File: config.mk
export PLATFORM = sky130hd
export DESIGN_NAME = isl_ctrl
export DESIGN_NICKNAME = d
export VERILOG_FILES = /design/src/hw/rtl/isl_pkg.sv /design/src/hw/rtl/isl_ctrl.sv
export SDC_FILE = /design/constraint.sdc
export NUM_CORES = 1
export LEC_CHECK = 0
export BUFFER_PORTS_ARGS = -buffer_cell sky130_fd_sc_hd__buf_4
export CAP_MARGIN = 20
export CORE_MARGIN = 2
export CORE_UTILIZATION = 44
export DETAILED_ROUTE_END_ITERATION = 10
export GPL_TIMING_DRIVEN = 1
export PLACE_DENSITY = 0.91
export SLEW_MARGIN = 10
export SYNTH_ARGS = -nofsm -noshare
export SYNTH_HDL_FRONTEND = slang
export SYNTH_SLANG_ARGS = --single-unit
File: constraint.sdc
create_clock -name vclk -period 5.3
set_input_delay 0 -clock vclk [all_inputs]
set_output_delay 0 -clock vclk [all_outputs]
set_load 0.1 [all_outputs]
File: src/hw/rtl/isl_pkg.sv
// Shared types and constants for the indexed shift list.
// Used by the request/response interfaces, the control decoder, the cells and the top level.
package isl_pkg;

  localparam int DATA_W        = 32;
  localparam int FUNC_W        = 4;
  localparam int POS_W         = 7;
  localparam int COUNT_W       = 7;
  localparam int STATUS_W      = 2;
  localparam int DEPTH_DEFAULT = 64;

  typedef enum logic [FUNC_W-1:0] {
    FN_PUSH_BACK  = 4'd0,
    FN_PUSH_FRONT = 4'd1,
    FN_INSERT     = 4'd2,
    FN_GET        = 4'd3,
    FN_SET        = 4'd4,
    FN_POP_BACK   = 4'd5,
    FN_POP_FRONT  = 4'd6,
    FN_ERASE      = 4'd7,
    FN_CLEAR      = 4'd8
  } func_t;

  typedef enum logic [STATUS_W-1:0] {
    ST_OK    = 2'd0,
    ST_INDEX = 2'd1,
    ST_EMPTY = 2'd2,
    ST_FULL  = 2'd3
  } status_t;

  typedef enum logic [1:0] {
    CELL_HOLD  = 2'd0,
    CELL_OPEN  = 2'd1,
    CELL_CLOSE = 2'd2,
    CELL_WRITE = 2'd3
  } cell_op_t;

  typedef struct packed {
    cell_op_t                 op;
    logic signed [DATA_W-1:0] value;
  } cell_cmd_t;

  typedef struct packed {
    status_t status;
    logic    rd_en;
  } ctrl_rsp_t;

endpackage

File: src/hw/rtl/isl_ctrl.sv
// Request decoder: checks the index and count, picks the cell command and next count.
// Depends on isl_pkg for function, status and cell command codes.
module isl_ctrl #(
  parameter int DEPTH = isl_pkg::DEPTH_DEFAULT,
  parameter int CW    = 7,
  parameter int PW    = 7
) (
  input  logic [isl_pkg::FUNC_W-1:0]        func,
  input  logic [isl_pkg::POS_W-1:0]         position,
  input  logic signed [isl_pkg::DATA_W-1:0] item_value,
  input  logic                              accept,
  input  logic [CW-1:0]                     count,
  output isl_pkg::cell_cmd_t                cmd,
  output logic [PW-1:0]                     cell_pos,
  output isl_pkg::ctrl_rsp_t                rsp,
  output logic [CW-1:0]                     count_next
);

  logic [PW-1:0] pos_e;
  logic [PW-1:0] cnt_e;
  logic          full;
  logic          empty;
  isl_pkg::cell_op_t op;

  assign pos_e = PW'(position);
  assign cnt_e = PW'(count);
  assign full  = (count == CW'(DEPTH));
  assign empty = (count == '0);

  always_comb begin
    op         = isl_pkg::CELL_HOLD;
    cell_pos   = '0;
    rsp.status = isl_pkg::ST_OK;
    rsp.rd_en  = 1'b0;
    count_next = count;
    case (isl_pkg::func_t'(func))
      isl_pkg::FN_PUSH_BACK: begin
        if (full) begin
          rsp.status = isl_pkg::ST_FULL;
        end else begin
          op         = isl_pkg::CELL_OPEN;
          cell_pos   = cnt_e;
          count_next = count + CW'(1);
        end
      end
      isl_pkg::FN_PUSH_FRONT: begin
        if (full) begin
          rsp.status = isl_pkg::ST_FULL;
        end else begin
          op         = isl_pkg::CELL_OPEN;
          count_next = count + CW'(1);
        end
      end
      isl_pkg::FN_INSERT: begin
        if (pos_e > cnt_e) begin
          rsp.status = isl_pkg::ST_INDEX;
        end else if (full) begin
          rsp.status = isl_pkg::ST_FULL;
        end else begin
          op         = isl_pkg::CELL_OPEN;
          cell_pos   = pos_e;
          count_next = count + CW'(1);
        end
      end
      isl_pkg::FN_GET: begin
        if (pos_e >= cnt_e) begin
          rsp.status = isl_pkg::ST_INDEX;
        end else begin
          rsp.rd_en = 1'b1;
        end
      end
      isl_pkg::FN_SET: begin
        if (pos_e >= cnt_e) begin
          rsp.status = isl_pkg::ST_INDEX;
        end else begin
          op       = isl_pkg::CELL_WRITE;
          cell_pos = pos_e;
        end
      end
      isl_pkg::FN_POP_BACK: begin
        if (empty) begin
          rsp.status = isl_pkg::ST_EMPTY;
        end else begin
          count_next = count - CW'(1);
        end
      end
      isl_pkg::FN_POP_FRONT: begin
        if (empty) begin
          rsp.status = isl_pkg::ST_EMPTY;
        end else begin
          op         = isl_pkg::CELL_CLOSE;
          count_next = count - CW'(1);
        end
      end
      isl_pkg::FN_ERASE: begin
        if (pos_e >= cnt_e) begin
          rsp.status = isl_pkg::ST_INDEX;
        end else begin
          op         = isl_pkg::CELL_CLOSE;
          cell_pos   = pos_e;
          count_next = count - CW'(1);
        end
      end
      isl_pkg::FN_CLEAR: begin
        count_next = '0;
      end
      default: begin
        count_next = count;
      end
    endcase
  end

  assign cmd.op    = accept ? op : isl_pkg::CELL_HOLD;
  assign cmd.value = item_value;

endmodule

==> run_results.csv <==
group,metric,value,unit
status,status,"complete, no violations",
critical_path,cp_slowest_stage_delay,0.43,ns
route,met2_length,1464,um
critical_path,cp_max_fo,9,
sta,max_slew_margin,61.90,%
die,fp.dieW,56.30,um
cts,cts_setup_buffers,0,
critical_path,worstSetupPathType,"in2out",
logic_synthesis,yosysMostFrequentCell,"buf_4",
logic_synthesis,synth_top_cell_area_share,20.58,%
placement,dpl.hpwl,2447,um
logic_synthesis,synth_cells,172,
critical_path,crit_required,5.30,ns
logic_synthesis,syn-cell-area,0.001204,mm^2
final_layout,regArea,0,um^2
sta,setup_violations,0,
sta,rsz0062_at_grt,"no",
critical_path,worstSetupEndpointType,"output pin",
final_layout,area_delta_synth_final,3.535,%
die,pin_count,102,
min_path,holdCritPathClass,"in2out",
route,routed_wl,3052,um
final_layout,fillers,255,
critical_path,critPathLaunch,"count[6]",
critical_path,crit_slowest_cell,"or3b_1",
cts,ctsHoldBuffers,0,
global_routing,grt_pass1_vias,1062,
critical_path,cpLargestDelayFamily,"compound AO/OA/AOI/OAI gates",
logic_synthesis,yosysUniqueCellTypes,53,
route,drc_errors,0,
sta,maxSlewViolCount,0,
sta,worstMarginPinSlew,0.5694,ns
placement,portBuffers,38,
logic_synthesis,synth.largest_area_cell,"buf_4",
run,cap_violations,0,
critical_path,crit_arrival,2.37,ns
route,wire_per_inst,15.18,um
logic_synthesis,ys_warn_count,0,
critical_path,path_depth,10,
route,drtIter0Drc,79,
power_and_ir_drop,powerDensity,143.4,mW/mm^2
sta,hold_viol,0,
die,num_rows,18,
global_routing,antenna_found_initial,0,
critical_path,crit_end,"count_next[0]",
critical_path,path_buf_inv,3,
sta,post-route-period-util,44.79,%
final_layout,drive_above_1_share,29.24,%
power_and_ir_drop,leakagePower,0.0005653,uW
critical_path,cp-start-kind,"primary input",
die,dieArea,0.003170,mm^2
critical_path,crit_chain,"buf_4, inv_1, ha_1, a21oi_1, o21ai_1, o22ai_1, nor3_1, or3b_1, a221o_1, buf_4",
sta,fin_crit,2.374,ns
route,met3_length,264,um
route,vias,1287,
logic_synthesis,synth_area_leaders,"buf_4 21%, ha_1 10%, a21oi_1 4.2%, inv_1 4.1%, nand3_1 3.7%",
final_layout,antenna_cells,0,
global_routing,track_usage,17.61,%
final_layout,nClkBuffers,0,
die,start_util,47.30,%
route,viasPerCell,6.403,
route,drtAntennaViolNets,0,
final_layout,nNetsFinal,234,
die,die_h,56.30,um
logic_synthesis,synth_fp_nets,233,
critical_path,cp_common_cell,"buf_4",
die,coreArea,0.002545,mm^2
global_routing,overflow,0,
power_and_ir_drop,vdd_drop_max,0.00009738,V
route,drtPass1Iterations,4,
global_routing,grt_pass1_wl,4823,um
final_layout,utilization,48.97,%
sta,setup_tns,0,ns
route,met1_length,1323,um
logic_synthesis,avgSynthCellArea,6.998,um^2
sta,max_freq,421.2,MHz
final_layout,seq_cell_count,0,
logic_synthesis,synth_common_cells,"33 x buf_4, 13 x inv_1, 12 x nor2_1, 10 x a21oi_1, 10 x ha_1",
global_routing,grt_start_max_net_pins,15,
route,dr.max_layer_used,"met3",
placement,gp_routability_congestion,0.8845,
logic_synthesis,ys_seq_area_share,0,%
cts,cts_resized,0,
-- worst min path at each step --
stage | startpoint | endpoint | slack (ns) | depth (start not counted)
final | item_value[16] | cmd[16] | 0.00004 | 0
after global routing | item_value[15] | cmd[15] | 0.0001 | 0
after CTS | item_value[13] | cmd[13] | 0.0007 | 0
after detailed placement | item_value[13] | cmd[13] | 0.0007 | 0
after global placement | item_value[13] | cmd[13] | 0.0007 | 0
after floorplan | item_value[0] | cmd[0] | 0.21 | 1
-- per-layer routing --
layer,global-route usage (%),up-vias
li1,-,614
met4,1.020,0
met1,25.96,618
met5,0,-
met2,29.24,55
met3,1.152,0
-- cells in the final DEF (no fill, tap or decap), types with 2 or more instances in the layout --
master / instances
o21ai_0: 2
a221oi_1: 4
nor3_1: 5
a221o_1: 2
nand2_1: 9
o22ai_1: 4
buf_4: 38
nor2_1: 12
ha_1: 10
inv_1: 13
or3_1: 3
o21ai_1: 2
o211ai_1: 2
nand2b_1: 2
a2bb2oi_1: 2
a31oi_1: 5
a21oi_1: 10
a21o_1: 2
a22o_1: 5
nand3_1: 9
-- per-stage QoR --
stage	setup WS [ns]	cell area (um^2)	instances	hold WS (ns)	total power [uW]
final	2.926	1246	201	0.00004386	178.7
after global routing	2.811	1246	201	0.0001428	188.3
after CTS	2.962	1246	201	0.0006813	177.2
after detailed placement	2.965	1246	201	0.0006813	176.9
after global placement	3.026	1246	201	0.0006813	174.8
after floorplan	1.187	1204	172	0.2115	250.0
-- cell families (layout without fill, tap and decap cells) --
| group | Yosys count | after routing | share of synthesized area [%] |
|---|---|---|---|
| xor gates and xnor gates | 1 | 1 | 0.7278 |
| and+or+nand+nor | 53 | 53 | 24.95 |
| adders and majority gates | 11 | 11 | 11.33 |
| buffers and inverters | 52 | 51 | 27.34 |
| AOI/OAI and AO/OA | 55 | 55 | 35.66 |
-- final cells by class --
cell class                      count  area [um^2]  share of cell area (%)
Inverter                           13        48.80                   3.916
Timing Repair Buffer               38        285.3                   22.89
Tap cell                           30        37.54                   3.012
Multi-Input combinational cell    120        874.6                   70.18
-- report_power, final --
part           switching, uW  total [uW]  leakage (uW)  internal (uW)
Sequential                 0           0             0              0
Clock                      0           0             0              0
Combinational            129         179      0.000565           49.2
No activity file was read; power rests on OpenSTA's default activity.
