`config.mk`:
```
export PLATFORM = sky130hd
export DESIGN_NAME = isl_cell
export DESIGN_NICKNAME = d
export VERILOG_FILES = /design/src/hw/rtl/isl_pkg.sv /design/src/hw/rtl/isl_cell.sv
export SDC_FILE = /design/constraint.sdc
export NUM_CORES = 1
export LEC_CHECK = 0
export BUFFER_PORTS_ARGS = -buffer_cell sky130_fd_sc_hd__buf_2
export CORE_ASPECT_RATIO = 0.8
export CORE_MARGIN = 2
export CORE_UTILIZATION = 44
export CTS_CLUSTER_SIZE = 10
export DETAILED_ROUTE_END_ITERATION = 8
export GPL_ROUTABILITY_DRIVEN = 0
export GPL_TIMING_DRIVEN = 0
export PLACE_DENSITY = 0.91
export SLEW_MARGIN = 20
export SYNTH_ARGS = -nofsm -noshare
export SYNTH_HDL_FRONTEND = slang
export SYNTH_SLANG_ARGS = --single-unit
```
`constraint.sdc`:
```
create_clock -name clk -period 4.9 [get_ports clk]
set_input_delay 0.735 -clock clk [delete_from_list [all_inputs] [get_ports clk]]
set_output_delay 0.735 -clock clk [all_outputs]
set_load 0.01 [all_outputs]
```
`src/hw/rtl/isl_pkg.sv`:
```
// Shared types and constants for the indexed shift list.
// Used by the request/response interfaces, the control decoder, the cells and the top level.
package isl_pkg;

  localparam int DATA_W        = 32;
  localparam int FUNC_W        = 4;
  localparam int POS_W         = 7;
  localparam int COUNT_W       = 7;
  localparam int STATUS_W      = 2;
  localparam int DEPTH_DEFAULT = 64;

  typedef enum logic [FUNC_W-1:0] {
    FN_PUSH_BACK  = 4'd0,
    FN_PUSH_FRONT = 4'd1,
    FN_INSERT     = 4'd2,
    FN_GET        = 4'd3,
    FN_SET        = 4'd4,
    FN_POP_BACK   = 4'd5,
    FN_POP_FRONT  = 4'd6,
    FN_ERASE      = 4'd7,
    FN_CLEAR      = 4'd8
  } func_t;

  typedef enum logic [STATUS_W-1:0] {
    ST_OK    = 2'd0,
    ST_INDEX = 2'd1,
    ST_EMPTY = 2'd2,
    ST_FULL  = 2'd3
  } status_t;

  typedef enum logic [1:0] {
    CELL_HOLD  = 2'd0,
    CELL_OPEN  = 2'd1,
    CELL_CLOSE = 2'd2,
    CELL_WRITE = 2'd3
  } cell_op_t;

  typedef struct packed {
    cell_op_t                 op;
    logic signed [DATA_W-1:0] value;
  } cell_cmd_t;

  typedef struct packed {
    status_t status;
    logic    rd_en;
  } ctrl_rsp_t;

endpackage

```
`src/hw/rtl/isl_cell.sv`:
```
// One entry cell of the list: holds a value, takes from a neighbor on open/close.
// Depends on isl_pkg for the cell command.
module isl_cell #(
  parameter int IDX = 0,
  parameter int PW  = 7
) (
  input  logic                              clk,
  input  isl_pkg::cell_cmd_t                cmd,
  input  logic [PW-1:0]                     pos,
  input  logic signed [isl_pkg::DATA_W-1:0] lower,
  input  logic signed [isl_pkg::DATA_W-1:0] upper,
  output logic signed [isl_pkg::DATA_W-1:0] value
);

  localparam logic [PW-1:0] MY_IDX = PW'(IDX);

  logic signed [isl_pkg::DATA_W-1:0] value_next;

  always_comb begin
    value_next = value;
    case (cmd.op)
      isl_pkg::CELL_OPEN: begin
        if (MY_IDX > pos) begin
          value_next = lower;
        end else if (MY_IDX == pos) begin
          value_next = cmd.value;
        end
      end
      isl_pkg::CELL_CLOSE: begin
        if (MY_IDX >= pos) begin
          value_next = upper;
        end
      end
      isl_pkg::CELL_WRITE: begin
        if (MY_IDX == pos) begin
          value_next = cmd.value;
        end
      end
      default: begin
        value_next = value;
      end
    endcase
  end

  always_ff @(posedge clk) begin
    value <= value_next;
  end

endmodule

```
==> flow_metrics.py, run 1 <==
metrics = {
    "critical_path": {
        "crit_chain": "buf_2 -> or3_1 -> clkbuf_1 -> nor2_1 -> a21o_2",
        "cp.required_ps": 4810,
        "startpoint": "pos[4]",
        "critPathLaunchType": "primary input",
        "cp-end-kind": "register",
        "max_stage_delay_ps": 640,
        "cp.arrival_ps": 2370,
        "worstPathMaxFanout": 32,
        "crit_family": "compound AO/OA/AOI/OAI gates",
        "slowest_stage": "a21o_2",
        "reg2reg_from": "value[13]",
        "cp.buffers_inverters": 2,
        "critical_path_class": "in2reg",
    },
    "finish": {
        "syn2layout_area_growth_pct": 35.93,
        "drive_gt1_share_pct": 40.40,
        "fin_nets": 407,
        "num_antenna_cells": 0,
        "final_util_pct": 62.03,
        "reg.largest.list": "value x32",
        "largest_reg_flops": 32,
        "largest-register": "value",
    },
    "clocking": {
        "cts_setup_buffers": 0,
        "cts_root_buf": "clkbuf_8",
        "cts_tree": "yes",
        "postCtsResizedCells": 0,
        "clkLatencyLatePin_ps": 280,
        "clock-sinks": 32,
        "holdBufCountCts": 0,
        "clkSlewWorstSetupHoldPaths_ps": 60,
        "cts_buffer_depth": 2,
        "numCtsBuffers": 5,
        "htreeDepth": 2,
    },
    "die": {
        "die_x_um": 77.36,
        "fp.coreArea_um2": 4151,
        "die_h_um": 62.69,
        "pin_count": 138,
        "start_util_pct": 45.63,
        "design.die.area_um2": 4849,
        "fp-row-count": 21,
    },
    "timing": {
        "period_needed_ps": 2453,
        "tns_ps": 0,
        "finalSetupViolCount": 0,
        "fin_crit_sh_pct": 50.07,
        "hold_viol_final": 0,
        "max_freq_ghz": 0.4076,
        "drv_slew": 0,
        "fin_skew_ps": 0,
        "worstMarginPinSlew_ps": 757.5,
        "slew_headroom_pct": 49.50,
        "setup_slack_ps": 2447,
        "grt_setup_unrepaired": "no",
    },
    "route": {
        "drc": 0,
        "wl_met2_mm": 2.651,
        "top_layer": "met4",
        "drtAntennaViolNets": 0,
        "vias_per_cell": 5.657,
        "num_vias": 2031,
        "wirelength_mm": 5.707,
        "wl_met1_mm": 2.610,
        "wl_met3_um": 386,
        "drt_iter0_markers": 132,
        "wl_per_cell_um": 15.90,
        "dr.pass1.iters": 5,
    },
    "placement": {
        "port_buffers": 105,
        "pre_cts_ws_ps": 2138,
        "hpwl_mm": 4.056,
    },
    "synth": {
        "yosysWarnings": 0,
        "yosysUniqueCellTypes": 15,
        "synth.cell_area_um2": 1894,
        "synth_seq_cells": 32,
        "postSynthCellCount": 189,
        "syn_area_per_cell_um2": 10.02,
        "syn_nets": 295,
        "seq_area_frac_synth_pct": 50.73,
    },
    "pwr": {
        "p_int_mw": 0.4847,
        "p_seq_share_pct": 50.9,
        "power_density_nw_per_um2": 259.0,
        "leakagePower_nw": 0.9984,
        "ir_drop_mv": 0.1378,
        "p_clk_share_pct": 29.3,
        "switchingPower_mw": 0.1823,
        "switching_share_pct": 27.33,
        "comb_power_share_pct": 19.8,
    },
    "global_routing": {
        "antenna_found_initial": 0,
        "grt_use_total_pct": 23.87,
        "overflow": 0,
        "grt_pass1_wl_mm": 9.114,
        "grt_max_degree": 33,
        "grt_pass1_vias": 1914,
    },
    "run": {
        "maxCapViolations": 0,
    },
    "min_path": {
        "hp-class": "reg2reg",
        "hp-start": "value[12]",
    },
    "status": {
        "outcome": "finished, final reports clean",
    },
}
[per-layer routing]
layer | vias up | track usage (%)
met5 | - | 0
met4 | 0 | 8.259
met3 | 8 | 4.480
met2 | 93 | 38.04
met1 | 960 | 32.74
li1 | 970 | -
[metrics by stage]
step | area, µm² | hold slack (ps) | cells | total power [mW]
5_1_grt | 2575 | 678.1 | 359 | 0.6992
2_1_floorplan | 1894 | 668.9 | 189 | 0.4092
6_report | 2575 | 674.7 | 359 | 0.6670
4_1_cts | 2575 | 649.3 | 359 | 0.6707
3_5_place_dp | 2492 | 627.0 | 351 | 0.4770
3_3_place_gp | 2491 | 621.6 | 351 | 0.4734
[power by group through the flow]
stage	registers, mW	clock network (mW)	logic [mW]
2_1_floorplan	0.355	0	0.0546
3_3_place_gp	0.344	0	0.129
6_report	0.339	0.195	0.132
3_5_place_dp	0.345	0	0.132
5_1_grt	0.342	0.212	0.145
4_1_cts	0.339	0.199	0.133
[cells by family (layout without fill, tap and decap cells)]
family / Yosys count / count (layout) / synth area share (%)
buf+inv: 22 / 135 / 5.746
compound gates: 65 / 65 / 19.62
simple gates: 70 / 70 / 23.91
flops: 32 / 32 / 50.73
[final timing paths]
kind	to	slack [ps]	depth (start not counted)
min reg2reg	value[12]	670	2
max reg2reg	value[13]	4000	2
min	value[12]	670	2
max	value[13]	2450	5
[placed cells by master (no fill, tap or decap), types with 2 or more instances in the layout]
master / instances
buf_6: 3
buf_2: 108
clkinv_2: 2
edfxtp_1: 32
nand4b_1: 32
nor2_1: 34
o21ai_0: 3
clkbuf_1: 16
clkbuf_8: 5
o21ai_1: 28
a31oi_1: 32
[synth_stat cells, drive strengths merged]
master	count	share of area, %
nor2	34	6.7
or3	1	0.33
a21o	1	0.40
a31oi	32	11
nand4b	32	15
edfxtp	32	51
buf	6	2.6
nand2b	1	0.33
clkbuf	16	3.2
or4	1	0.59
nor4	1	1.1
o21ai	32	8.7
[tightest hold or removal path, stage by stage, from the launching register on]
cell and delay [ps]:
edfxtp_1 350, o21ai_1 70, a31oi_1 140
[area by class of cell]
class,count,area (µm²)
sequential,32,960.9
multi-input combinational,135,825.8
fill,393,1577
tap,57,71.32
clock inverter,3,13.76
buffer,22,108.9
clock buffer,5,68.82
timing repair buffer,105,525.5
(Power assumes the default switching activity.)
==> inputs of run 2 (changes only) <==
CORE_UTILIZATION = 37   (was 44)
PLACE_DENSITY = 0.82   (was 0.91)
clock period = 2.1 ns   (was 4.9 ns; I/O delays follow)
==> flow_metrics.py, run 2 (synthesis gave the netlist of run 1 again) <==
metrics = {
    "clocking": {
        "clock-sinks": 32,
        "cts_tree": "yes",
        "cts_root_buf": "clkbuf_8",
        "clkLatencyLatePin_ps": 280,
        "numCtsBuffers": 5,
        "cts_buffer_depth": 2,
        "htreeDepth": 2,
        "clkSlewWorstSetupHoldPaths_ps": 70,
    },
    "finish": {
        "layout_commonest_cell": "buf_2",
        "register_area_um2": 960.9,
        "nFillCells": 473,
        "largest_reg_flops": 32,
        "syn2layout_area_growth_pct": 37.85,
        "largest-register": "value",
        "design_area_um2": 2611,
        "num_antenna_cells": 0,
        "multi_input_area_um2": 832.0,
        "drive_gt1_share_pct": 40.07,
        "final_cell_mix": "buf_2, nor2_1, nand4b_1, a31oi_1, edfxtp_1",
        "fin_nets": 407,
        "final_util_pct": 52.45,
        "finalNonFillerCells": 364,
        "reg.largest.list": "value x32",
    },
    "route": {
        "wl_per_cell_um": 15.63,
        "wirelength_mm": 5.690,
        "vias_per_cell": 5.538,
        "drtAntennaViolNets": 0,
        "num_vias": 2016,
        "dr.pass1.iters": 4,
        "drc": 0,
        "drt_iter0_markers": 95,
    },
    "placement": {
        "hpwl_mm": 4.103,
        "port_buffers": 105,
        "placement.cell_area_um2": 2499,
        "place_inst": 356,
    },
    "critical_path": {
        "critical_path_class": "in2reg",
        "max_stage_delay_ps": 460,
        "cp-end-kind": "register",
        "crit_chain": "buf_2 -> or3_1 -> clkbuf_1 -> nor2_1 -> a21o_4",
        "cp.buffers_inverters": 2,
        "crit_family": "simple AND/OR/NAND/NOR gates",
        "slowest_stage": "or3_1",
        "cp.arrival_ps": 1770,
        "critPathLaunchType": "primary input",
        "cp.required_ps": 2040,
        "worstPathMaxFanout": 32,
    },
    "timing": {
        "fin_skew_ps": 0,
        "worstMarginPinSlew_ps": 555.0,
        "grt_setup_unrepaired": "no",
        "finalSetupViolCount": 0,
        "drv_slew": 0,
        "slew_headroom_pct": 63.00,
        "whs_ps": 377.4,
        "max_freq_ghz": 0.5443,
        "hold_viol_final": 0,
        "fin_crit_sh_pct": 87.49,
        "period_needed_ps": 1837,
    },
    "die": {
        "fp.coreArea_um2": 4979,
        "design.die.area_um2": 5712,
        "fp-row-count": 23,
        "pin_count": 138,
        "die_x_um": 84,
        "start_util_pct": 38.05,
        "die_h_um": 68,
    },
    "global_routing": {
        "grt_max_degree": 33,
        "grt_use_total_pct": 19.69,
        "grt_pass1_wl_mm": 8.666,
        "antenna_found_initial": 0,
        "overflow": 0,
        "grt_pass1_vias": 1799,
    },
    "pwr": {
        "leakagePower_nw": 1.007,
        "power_density_nw_per_um2": 641.0,
        "ir_drop_mv": 0.3194,
        "finalPower_mw": 1.674,
    },
    "run": {
        "maxCapViolations": 0,
    },
    "status": {
        "outcome": "finished, final reports clean",
    },
    "min_path": {
        "hp-class": "in2reg",
    },
}
[run 2: changes by cell type in the layout (fill, tap and decap cells not counted), sizes merged]
cell	before	now
bufinv	0	1
clkinv	3	2
[run 2: metal layers]
| layer | wire [µm] | vias up | global-route usage, % |
|---|---|---|---|
| met5 | 0 | - | 0 |
| li1 | - | 969 | - |
| met2 | 2627 | 95 | 31.80 |
| met3 | 419 | 6 | 6.031 |
| met4 | 57 | 0 | 5.847 |
| met1 | 2586 | 946 | 25.93 |
[run 2: stage by stage]
| step | worst slack, ps | setup TNS (ps) |
|---|---|---|
| global placement | -197.5 | -6277 |
| CTS | 58.26 | 0 |
| global route | 200.2 | 0 |
| finish | 262.6 | 0 |
| floorplan | 120.9 | 0 |
| detailed placement | -229.0 | -7279 |
[run 2: power by group]
| group | total [mW] | internal (mW) | switching [mW] |
|---|---|---|---|
| Clock | 0.573 | 0.345 | 0.228 |
| Sequential | 0.793 | 0.768 | 0.0245 |
| Combinational | 0.308 | 0.139 | 0.169 |
[run 2: worst register-to-register path, cell delays in order, from the launching register on]
cell and delay [ps]:
edfxtp_1 390, o21ai_1 110, a31oi_1 120
[run 2: what timing repair did]
action / in CTS / in global routing
endpoints found under the setup margin: 0 / 32
hold buffers: 0 / 0
gates resized for setup: 0 / 1
setup buffers: 0 / 0
[run 2: area by class of cell]
class | count | share of cell area, %
Buffer | 22 | 4.169
Timing Repair Buffer | 105 | 20.12
Clock buffer | 5 | 2.635
Multi-Input combinational cell | 135 | 31.86
Clock inverter | 3 | 1.437
Tap cell | 62 | 2.971
Sequential cell | 32 | 36.80
[run 2: worst paths after layout]
| kind | startpoint | to | slack [ps] | cells after the start |
|---|---|---|---|---|
| min | upper[19] | value[19] | 380 | 3 |
| min reg2reg | value[12] | value[12] | 670 | 2 |
| max | pos[4] | value[15] | 260 | 5 |
| max reg2reg | value[22] | value[22] | 1200 | 2 |
